==> src/sv/tlss_pkg.sv <==
// ============================================================================
// Statement splitter package
// Types, byte codes and helper functions shared by the splitter modules.
// ============================================================================
package tlss_pkg;

    // Default widths of the position counter and the brace depth counter.
    localparam int OFFSET_BITS_DEF = 32;
    localparam int DEPTH_BITS_DEF  = 16;

    // Entries in the queue between scanner and output stage (power of two).
    localparam int QUEUE_DEPTH = 4;

    // Byte codes recognized by the scanner.
    localparam logic [7:0] CH_LBRACE = 8'h7B;
    localparam logic [7:0] CH_RBRACE = 8'h7D;
    localparam logic [7:0] CH_SEMI   = 8'h3B;
    localparam logic [7:0] CH_QUOTE  = 8'h22;
    localparam logic [7:0] CH_SLASH  = 8'h2F;
    localparam logic [7:0] CH_STAR   = 8'h2A;
    localparam logic [7:0] CH_BSLASH = 8'h5C;
    localparam logic [7:0] CH_LF     = 8'h0A;
    localparam logic [7:0] CH_TAB    = 8'h09;
    localparam logic [7:0] CH_CR     = 8'h0D;
    localparam logic [7:0] CH_SPACE  = 8'h20;
    localparam logic [7:0] CH_VT     = 8'h0B;
    localparam logic [7:0] CH_FF     = 8'h0C;

    // Lexical mode of the scanner.
    typedef enum logic [1:0] {
        MODE_CODE   = 2'd0,
        MODE_STRING = 2'd1,
        MODE_LINE   = 2'd2,
        MODE_BLOCK  = 2'd3
    } mode_t;

    // One finished chunk.
    typedef struct packed {
        logic [31:0] chunk_begin;
        logic [31:0] chunk_stop;
        logic [31:0] begin_line;
        logic [31:0] begin_column;
    } chunk_t;

    // All chunks caused by one input byte (one or two).
    typedef struct packed {
        logic   two;
        chunk_t c0;
        chunk_t c1;
    } pair_t;

    // Blank bytes that are skipped after a closing brace.
    function automatic logic is_blank(input logic [7:0] b);
        return (b == CH_SPACE) || (b == CH_TAB) || (b == CH_CR) || (b == CH_LF);
    endfunction

    // White space that may precede a chunk.
    function automatic logic is_space(input logic [7:0] b);
        return is_blank(b) || (b == CH_VT) || (b == CH_FF);
    endfunction

endpackage

==> src/sv/tlss_front.sv <==
// ============================================================================
// Statement splitter scanner
// Tracks lexical mode, brace depth and position, and forms the chunks that
// each accepted byte closes.
// ============================================================================
module tlss_front #(
    parameter int OFFSET_BITS = tlss_pkg::OFFSET_BITS_DEF,
    parameter int DEPTH_BITS  = tlss_pkg::DEPTH_BITS_DEF
) (
    input  logic            aclk,
    input  logic            aresetn,
    input  logic            s_tvalid,
    output logic            s_tready,
    input  logic [7:0]      text_byte,
    input  logic            final_byte,
    output logic            push_valid,
    output tlss_pkg::pair_t push_data,
    input  logic            push_ready
);
    import tlss_pkg::*;

    logic [OFFSET_BITS-1:0] pos_reg, pos_next;
    logic [31:0]            line_reg, line_next;
    logic [31:0]            col_reg, col_next;
    logic [DEPTH_BITS-1:0]  depth_reg, depth_next;
    mode_t                  mode_reg, mode_next;
    logic                   esc_reg, esc_next;
    logic                   star_reg, star_next;
    logic                   slash_reg, slash_next;
    logic                   close_reg, close_next;
    logic [OFFSET_BITS-1:0] pstop_reg, pstop_next;
    logic                   open_reg, open_next;
    logic [OFFSET_BITS-1:0] obegin_reg, obegin_next;
    logic [31:0]            oline_reg, oline_next;
    logic [31:0]            ocol_reg, ocol_next;

    logic                   accept;
    logic [1:0]             cnt;
    chunk_t                 rec0, rec1;
    logic                   done;
    logic                   handled;
    logic [OFFSET_BITS-1:0] pos_inc;

    assign accept   = s_tvalid && s_tready;
    assign s_tready = push_ready;
    assign pos_inc  = pos_reg + 1'b1;

    // Build a chunk record from the open chunk and a stop offset.
    function automatic chunk_t make_chunk(input logic [OFFSET_BITS-1:0] b,
                                          input logic [OFFSET_BITS-1:0] s,
                                          input logic [31:0] l,
                                          input logic [31:0] c);
        chunk_t r;
        r.chunk_begin  = 32'(b);
        r.chunk_stop   = 32'(s);
        r.begin_line   = l;
        r.begin_column = c;
        return r;
    endfunction

    // Next state and emitted chunks for the byte on the input.
    always_comb begin
        pos_next    = pos_reg;
        line_next   = line_reg;
        col_next    = col_reg;
        depth_next  = depth_reg;
        mode_next   = mode_reg;
        esc_next    = esc_reg;
        star_next   = star_reg;
        slash_next  = slash_reg;
        close_next  = close_reg;
        pstop_next  = pstop_reg;
        open_next   = open_reg;
        obegin_next = obegin_reg;
        oline_next  = oline_reg;
        ocol_next   = ocol_reg;
        rec0        = '0;
        rec1        = '0;
        cnt         = 2'd0;
        done        = 1'b0;
        handled     = 1'b0;

        // A held closing brace decides first.
        if (close_reg) begin
            if (is_blank(text_byte)) begin
                done = 1'b1;
            end else if (text_byte == CH_SEMI) begin
                rec0       = make_chunk(obegin_reg, pos_inc, oline_reg, ocol_reg);
                cnt        = 2'd1;
                open_next  = 1'b0;
                close_next = 1'b0;
                done       = 1'b1;
            end else begin
                rec0       = make_chunk(obegin_reg, pstop_reg, oline_reg, ocol_reg);
                cnt        = 2'd1;
                open_next  = 1'b0;
                close_next = 1'b0;
            end
        end

        // Lexical processing of the byte.
        if (!done) begin
            case (mode_reg)
                MODE_LINE: begin
                    if (text_byte == CH_LF) mode_next = MODE_CODE;
                end
                MODE_BLOCK: begin
                    if (star_reg && text_byte == CH_SLASH) begin
                        mode_next = MODE_CODE;
                        star_next = 1'b0;
                    end else begin
                        star_next = (text_byte == CH_STAR);
                    end
                end
                MODE_STRING: begin
                    if (esc_reg) begin
                        esc_next = 1'b0;
                    end else if (text_byte == CH_BSLASH) begin
                        esc_next = 1'b1;
                    end else if (text_byte == CH_QUOTE) begin
                        mode_next = MODE_CODE;
                    end
                end
                default: begin
                    // A slash seen last byte may open a comment now.
                    if (slash_reg) begin
                        slash_next = 1'b0;
                        if (text_byte == CH_SLASH) begin
                            mode_next = MODE_LINE;
                            handled   = 1'b1;
                        end else if (text_byte == CH_STAR) begin
                            mode_next = MODE_BLOCK;
                            star_next = 1'b0;
                            handled   = 1'b1;
                        end
                    end
                    if (!handled && !(!open_next && is_space(text_byte))) begin
                        if (!open_next) begin
                            open_next   = 1'b1;
                            obegin_next = pos_reg;
                            oline_next  = line_reg;
                            ocol_next   = col_reg;
                        end
                        if (text_byte == CH_SLASH) begin
                            slash_next = 1'b1;
                        end else if (text_byte == CH_QUOTE) begin
                            mode_next = MODE_STRING;
                            esc_next  = 1'b0;
                        end else if (text_byte == CH_LBRACE) begin
                            if (depth_next != '1) depth_next = depth_next + 1'b1;
                        end else if (text_byte == CH_RBRACE) begin
                            if (depth_next != '0) depth_next = depth_next - 1'b1;
                            if (depth_next == '0) begin
                                close_next = 1'b1;
                                pstop_next = pos_inc;
                            end
                        end else if (text_byte == CH_SEMI && depth_next == '0) begin
                            if (cnt == 2'd0) begin
                                rec0 = make_chunk(obegin_next, pos_inc, oline_next, ocol_next);
                            end else begin
                                rec1 = make_chunk(obegin_next, pos_inc, oline_next, ocol_next);
                            end
                            cnt        = cnt + 2'd1;
                            open_next  = 1'b0;
                            close_next = 1'b0;
                        end
                    end
                end
            endcase
        end

        // Position, line and column advance on every byte.
        pos_next = pos_inc;
        if (text_byte == CH_LF) begin
            line_next = line_reg + 32'd1;
            col_next  = 32'd1;
        end else begin
            col_next = col_reg + 32'd1;
        end

        // The last byte flushes the open chunk and restarts the text.
        if (final_byte) begin
            if (close_next || open_next) begin
                if (cnt == 2'd0) begin
                    rec0 = make_chunk(obegin_next, close_next ? pstop_next : pos_next,
                                      oline_next, ocol_next);
                end else begin
                    rec1 = make_chunk(obegin_next, close_next ? pstop_next : pos_next,
                                      oline_next, ocol_next);
                end
                cnt = cnt + 2'd1;
            end
            pos_next    = '0;
            line_next   = 32'd1;
            col_next    = 32'd1;
            depth_next  = '0;
            mode_next   = MODE_CODE;
            esc_next    = 1'b0;
            star_next   = 1'b0;
            slash_next  = 1'b0;
            close_next  = 1'b0;
            pstop_next  = '0;
            open_next   = 1'b0;
            obegin_next = '0;
            oline_next  = 32'd1;
            ocol_next   = 32'd1;
        end
    end

    // Hand the chunks of this byte to the queue as one transaction.
    assign push_valid     = accept && (cnt != 2'd0);
    assign push_data.two  = (cnt == 2'd2);
    assign push_data.c0   = rec0;
    assign push_data.c1   = rec1;

    // Scanner state registers.
    always_ff @(posedge aclk) begin
        if (!aresetn) begin
            pos_reg    <= '0;
            line_reg   <= 32'd1;
            col_reg    <= 32'd1;
            depth_reg  <= '0;
            mode_reg   <= MODE_CODE;
            esc_reg    <= 1'b0;
            star_reg   <= 1'b0;
            slash_reg  <= 1'b0;
            close_reg  <= 1'b0;
            pstop_reg  <= '0;
            open_reg   <= 1'b0;
            obegin_reg <= '0;
            oline_reg  <= 32'd1;
            ocol_reg   <= 32'd1;
        end else if (accept) begin
            pos_reg    <= pos_next;
            line_reg   <= line_next;
            col_reg    <= col_next;
            depth_reg  <= depth_next;
            mode_reg   <= mode_next;
            esc_reg    <= esc_next;
            star_reg   <= star_next;
            slash_reg  <= slash_next;
            close_reg  <= close_next;
            pstop_reg  <= pstop_next;
            open_reg   <= open_next;
            obegin_reg <= obegin_next;
            oline_reg  <= oline_next;
            ocol_reg   <= ocol_next;
        end
    end

endmodule

==> src/sv/tlss_queue.sv <==
// ============================================================================
// Statement splitter queue
// Short first-in first-out queue of chunk groups between scanner and output.
// ============================================================================
module tlss_queue (
    input  logic            aclk,
    input  logic            aresetn,
    input  logic            push_valid,
    input  tlss_pkg::pair_t push_data,
    output logic            push_ready,
    output logic            pop_valid,
    output tlss_pkg::pair_t pop_data,
    input  logic            pop_ready
);
    import tlss_pkg::*;

    localparam int PTR_W = $clog2(QUEUE_DEPTH);
    localparam int CNT_W = $clog2(QUEUE_DEPTH + 1);

    pair_t             mem_reg [QUEUE_DEPTH];
    logic [PTR_W-1:0]  wr_ptr_reg, wr_ptr_next;
    logic [PTR_W-1:0]  rd_ptr_reg, rd_ptr_next;
    logic [CNT_W-1:0]  count_reg, count_next;
    logic              do_push, do_pop;

    assign push_ready = (count_reg != CNT_W'(QUEUE_DEPTH));
    assign pop_valid  = (count_reg != '0);
    assign pop_data   = mem_reg[rd_ptr_reg];
    assign do_push    = push_valid && push_ready;
    assign do_pop     = pop_valid && pop_ready;

    // Pointer and fill count update.
    always_comb begin
        wr_ptr_next = do_push ? wr_ptr_reg + 1'b1 : wr_ptr_reg;
        rd_ptr_next = do_pop ? rd_ptr_reg + 1'b1 : rd_ptr_reg;
        count_next  = count_reg;
        if (do_push && !do_pop) begin
            count_next = count_reg + 1'b1;
        end else if (do_pop && !do_push) begin
            count_next = count_reg - 1'b1;
        end
    end

    // Storage write.
    always_ff @(posedge aclk) begin
        if (do_push) begin
            mem_reg[wr_ptr_reg] <= push_data;
        end
    end

    // Control registers.
    always_ff @(posedge aclk) begin
        if (!aresetn) begin
            wr_ptr_reg <= '0;
            rd_ptr_reg <= '0;
            count_reg  <= '0;
        end else begin
            wr_ptr_reg <= wr_ptr_next;
            rd_ptr_reg <= rd_ptr_next;
            count_reg  <= count_next;
        end
    end

endmodule

==> src/sv/tlss_back.sv <==
// ============================================================================
// Statement splitter output stage
// Holds one chunk group in a register and delivers its chunks one per
// transaction on the result channel.
// ============================================================================
module tlss_back (
    input  logic            aclk,
    input  logic            aresetn,
    input  logic            pop_valid,
    input  tlss_pkg::pair_t pop_data,
    output logic            pop_ready,
    output logic            m_tvalid,
    input  logic            m_tready,
    output logic [127:0]    m_tdata,
    output logic            m_tlast
);
    import tlss_pkg::*;

    pair_t  pair_reg;
    logic   valid_reg, valid_next;
    logic   idx_reg, idx_next;
    logic   last_now;
    chunk_t cur;

    // The current chunk is the last of its group when the index reaches it.
    assign last_now  = (idx_reg == pair_reg.two);
    assign cur       = idx_reg ? pair_reg.c1 : pair_reg.c0;
    assign pop_ready = !valid_reg || (m_tready && last_now);

    assign m_tvalid = valid_reg;
    assign m_tlast  = last_now;
    assign m_tdata  = {cur.begin_column, cur.begin_line, cur.chunk_stop, cur.chunk_begin};

    // Group register: reload when empty or when its last chunk leaves.
    always_comb begin
        valid_next = valid_reg;
        idx_next   = idx_reg;
        if (pop_ready && pop_valid) begin
            valid_next = 1'b1;
            idx_next   = 1'b0;
        end else if (valid_reg && m_tready) begin
            if (last_now) begin
                valid_next = 1'b0;
            end else begin
                idx_next = 1'b1;
            end
        end
    end

    always_ff @(posedge aclk) begin
        if (pop_ready && pop_valid) begin
            pair_reg <= pop_data;
        end
    end

    always_ff @(posedge aclk) begin
        if (!aresetn) begin
            valid_reg <= 1'b0;
            idx_reg   <= 1'b0;
        end else begin
            valid_reg <= valid_next;
            idx_reg   <= idx_next;
        end
    end

endmodule

==> src/sv/top_level_statement_splitter.sv <==
// ============================================================================
// Top-level statement splitter
// Splits a byte stream of source text into top-level chunks and reports the
// offsets, line and column of each one.
// ============================================================================
//
//  Channel  | Direction | tdata                         | tlast
//  ---------+-----------+-------------------------------+--------------
//  s_       | in        | text_byte                     | final_byte
//  m_       | out       | begin, stop, line, column     | last_of_run
//
// One byte is taken every cycle while the queue has room; the scanner keeps
// all lexical state in registers updated in that same cycle.
// A byte causes zero, one or two chunks; each chunk is a separate transfer on the
// result channel, so bytes that close two chunks are limited by that port.
// Reset is synchronous and clears the scanner, queue and output stage.
// A stall on the result channel fills the four-entry queue, then s_tready drops.
module top_level_statement_splitter #(
    parameter int OFFSET_BITS = tlss_pkg::OFFSET_BITS_DEF,
    parameter int DEPTH_BITS  = tlss_pkg::DEPTH_BITS_DEF
) (
    input  logic         aclk,
    input  logic         aresetn,
    input  logic         s_tvalid,
    output logic         s_tready,
    input  logic [7:0]   s_tdata,   // [7:0] text_byte
    input  logic         s_tlast,   // final_byte
    output logic         m_tvalid,
    input  logic         m_tready,
    output logic [127:0] m_tdata,   // chunk_begin, chunk_stop, begin_line, begin_column
    output logic         m_tlast    // last_of_run
);
    import tlss_pkg::*;

    logic  push_valid, push_ready;
    pair_t push_data;
    logic  pop_valid, pop_ready;
    pair_t pop_data;

    // Scanner front end.
    tlss_front #(
        .OFFSET_BITS (OFFSET_BITS),
        .DEPTH_BITS  (DEPTH_BITS)
    ) u_front (
        .aclk       (aclk),
        .aresetn    (aresetn),
        .s_tvalid   (s_tvalid),
        .s_tready   (s_tready),
        .text_byte  (s_tdata),
        .final_byte (s_tlast),
        .push_valid (push_valid),
        .push_data  (push_data),
        .push_ready (push_ready)
    );

    // Queue between scanner and output stage.
    tlss_queue u_queue (
        .aclk       (aclk),
        .aresetn    (aresetn),
        .push_valid (push_valid),
        .push_data  (push_data),
        .push_ready (push_ready),
        .pop_valid  (pop_valid),
        .pop_data   (pop_data),
        .pop_ready  (pop_ready)
    );

    // Output stage.
    tlss_back u_back (
        .aclk      (aclk),
        .aresetn   (aresetn),
        .pop_valid (pop_valid),
        .pop_data  (pop_data),
        .pop_ready (pop_ready),
        .m_tvalid  (m_tvalid),
        .m_tready  (m_tready),
        .m_tdata   (m_tdata),
        .m_tlast   (m_tlast)
    );

endmodule

==> config.mk <==
export PLATFORM = sky130hd
export DESIGN_NAME = top_level_statement_splitter
export DESIGN_NICKNAME = d
export VERILOG_FILES = /design/src/sv/tlss_pkg.sv /design/src/sv/tlss_front.sv /design/src/sv/tlss_queue.sv /design/src/sv/tlss_back.sv /design/src/sv/top_level_statement_splitter.sv
export SDC_FILE = /design/constraint.sdc
export NUM_CORES = 2
export LEC_CHECK = 0
export BUFFER_PORTS_ARGS = -buffer_cell sky130_fd_sc_hd__buf_2
export CORE_ASPECT_RATIO = 1.4
export CORE_MARGIN = 2
export CORE_UTILIZATION = 45
export CTS_CLUSTER_DIAMETER = 150
export DETAILED_ROUTE_END_ITERATION = 12
export PLACE_DENSITY = 0.59
export SETUP_SLACK_MARGIN = 0.2
export SLEW_MARGIN = 0
export SYNTH_ARGS = -nofsm -noshare
export SYNTH_HDL_FRONTEND = slang
export SYNTH_SLANG_ARGS = --single-unit
==> constraint.sdc <==
create_clock -name aclk -period 25.7 [get_ports aclk]
set_clock_uncertainty 0.15 [all_clocks]
set_input_delay 1.285 -clock aclk [delete_from_list [all_inputs] [get_ports aclk]]
set_output_delay 1.285 -clock aclk [all_outputs]
set_load 0.01 [all_outputs]
==> impl_results.md <==
* Status: complete, no violations
* Initial antenna violation count at 7
* Global route overflow at 0
* First-pass GRT wire length at 214.8 mm
* Syn_nets at 3886
* Largest net degree at the start of global routing at 119
* Most frequent cells in the layout: edfxtp_1 (1285), nand2_1 (316), nor2_1 (290)
* Worst path arrival time at 8.40 ns
* Fin. max-slew vios at 0
* Row cnt at 160
* Port Buffers at 143
* Crit start category: input port
* Drt first-iter violations at 3002
* Period minus WS final at 8.171 ns
* Via/cell ratio at 5.828
* Die area at 0.1401 sq mm
* IO Pins at 144
* Fillers at 11170
* Layout Area Growth over Synthesis at 11.33%
* Number of synthesized flops with an enable pin at 1285
* Period Utilization, post-route at 31.79%
* GRT Total Usage at 20.37%
* Initial Util at 45.38%
* Min-Delay Path Class: flip-flop to flip-flop
* Worst Max-Slew Pin Slew at 1.225 ns
* Resize count post-CTS at 0
* Yosys cell types at 78
* Final WL at 142.7 mm
* Fmax at 122.4 MHz
* Layout Nets at 3963
* Final GP Congestion at 0.8579
* H-tree Lvls at 4
* CP required at 25.93 ns
* Max Root-Sink Buffers at 3
* Commonest non-fill, non-tap cell in the layout: edfxtp_1
* Tot Pwr at 6.455 mW
* Setup TNS at 0 ns
* Max VDD drop at 66.83 uV
* Final Hold Vio Count at 0
* Die height at 442.1 um
* P per Cell Area at 94.00 mW/mm^2
* Critical path type: input port to flip-flop
* Rel. slew slack at 17.56%
* Post-layout instance area at 0.06868 sq mm
* Cts bufs inserted at 142
* Sequential-to-total area share from yosys stat at 70.86%
* CTS Hold Bufs at 0
* WL per Instance at 24.44 um
* DP HPWL at 81.21 mm
* Via count at 34020
* Yosys warning count at 0
* TritonCTS sink count at 1541
* Fraction of layout cells with a size suffix above 1 at 21.45%
* Clk_lat worst skew at 0.78 ns
* Dpl cell area at 0.06414 sq mm
* Avg Cell Area, Syn at 16.00 sq um
* Root Driver: clkbuf_16
* Detail Route Antenna Nets at 0
* Syn Inst Count at 3856
* CTS tree: done
* Endpoints failing setup at 0
* Drt first pass iters at 6
* P_leak at 21.66 nW
* MaxCap Viol Count at 0
* Number of synthesized register bits at 1541
* Max reg flops at 1028
* DIE WIDTH at 316.9 um
* Clk slew on worst S/H paths at 0.06 ns
* Hold_ws at 0.3366 ns
* Main synth FF type: edfxtp_1
* RSZ-0062 raised after global routing: no
* CP Max Fanout at 62
* DRC at 0
* Vias in the first global route at 34050
* Post-Syn Area at 0.06169 sq mm
* Postcts setup bufs at 0
* Core Region at 0.1359 sq mm
* Crit path capture type: flip-flop
* Async S/R FF share, synth at 0%
-- cell families after synthesis --
family / synth area share, %
XOR/XNOR: 1.320
adder cells (fa/ha/maj): 0.3570
multiplexers: 11.91
AO/OA/AOI/OAI: 7.034
flip-flops: 70.86
buffers and inverters: 2.044
AND/OR/NAND/NOR: 6.472
-- critical path, stage by stage --
cell,delay (ns)
buf_2,0.12
nor3_1,0.69
a21oi_1,0.23
nand2_1,0.52
inv_1,0.41
ha_1,0.39
and3_1,0.16
nor2_1,0.25
ha_1,0.20
nor4_1,0.06
o21a_1,0.15
a311oi_2,0.60
and2_4,0.74
buf_4,0.76
buf_4,0.72
buf_4,0.87
-- path summary, 6_finish.rpt --
kind	start	to	slack (ns)	depth (start not counted)
worst max-delay path	s_tdata[4]	u_queue.mem_reg[2][59]	17.53	16
worst min-delay path	u_front.pstop_reg[1]	u_front.pstop_reg[1]	0.34	1
worst max register to register	u_front.depth_reg[1]	u_queue.mem_reg[2][59]	17.90	17
worst min register to register	u_front.pstop_reg[1]	u_front.pstop_reg[1]	0.34	1
-- per-stage QoR --
step | utilization, % | std cells | worst slack, ns
6_report | 50.52 | 5838 | 17.53
2_1_floorplan | - | 3856 | 9.878
5_1_grt | 50.52 | 5836 | 17.04
3_3_place_gp | 47.19 | 5571 | 16.87
4_1_cts | 50.52 | 5834 | 17.58
3_5_place_dp | 47.19 | 5571 | 16.76
-- report_power, final --
| part | internal [mW] | total, mW | switching [mW] |
|---|---|---|---|
| logic | 0.495 | 1.19 | 0.700 |
| clock network | 1.15 | 2.06 | 0.912 |
| registers | 3.09 | 3.20 | 0.111 |
| total | 4.73 | 6.46 | 1.72 |
-- routing by layer --
layer  global-route usage, %  up-vias  part of all wire [%]
met5                       0        -                0.0077
met4                   6.035        2                   2.5
met3                   3.008      214                   4.9
met2                   35.09      940                    52
met1                   26.63    17700                    41
li1                        -    15170                     -
-- layout make-up --
type,count,area [sq um],area share [%]
Inverter,39,148.9,0.2168
Multi-Input combinational cell,2001,16820,24.49
Tap cell,1782,2230,3.247
Antenna cell,4,10.01,0.01458
Clock inverter,66,571.8,0.8326
Sequential cell,1541,43720,63.67
Timing Repair Buffer,208,1216,1.771
Clock buffer,197,3955,5.759
-- cell usage after synthesis, types with 28 or more instances --
master | n | area share [%]
a211oi_1 | 28 | 0.34
a21oi_1 | 191 | 1.5
a22o_1 | 94 | 1.3
a22oi_1 | 103 | 1.3
buf_1 | 53 | 0.32
clkbuf_1 | 186 | 1.1
dfxtp_1 | 256 | 8.3
edfxtp_1 | 1285 | 63
inv_1 | 39 | 0.24
mux2_2 | 128 | 2.3
mux4_2 | 257 | 9.4
nand2_1 | 318 | 1.9
nand3_1 | 60 | 0.49
nand4_1 | 33 | 0.33
nor2_1 | 291 | 1.8
o21ai_0 | 82 | 0.67
o2bb2ai_2 | 30 | 0.73
xnor2_1 | 38 | 0.54
xor2_1 | 55 | 0.78
(Power assumes the default switching activity.)
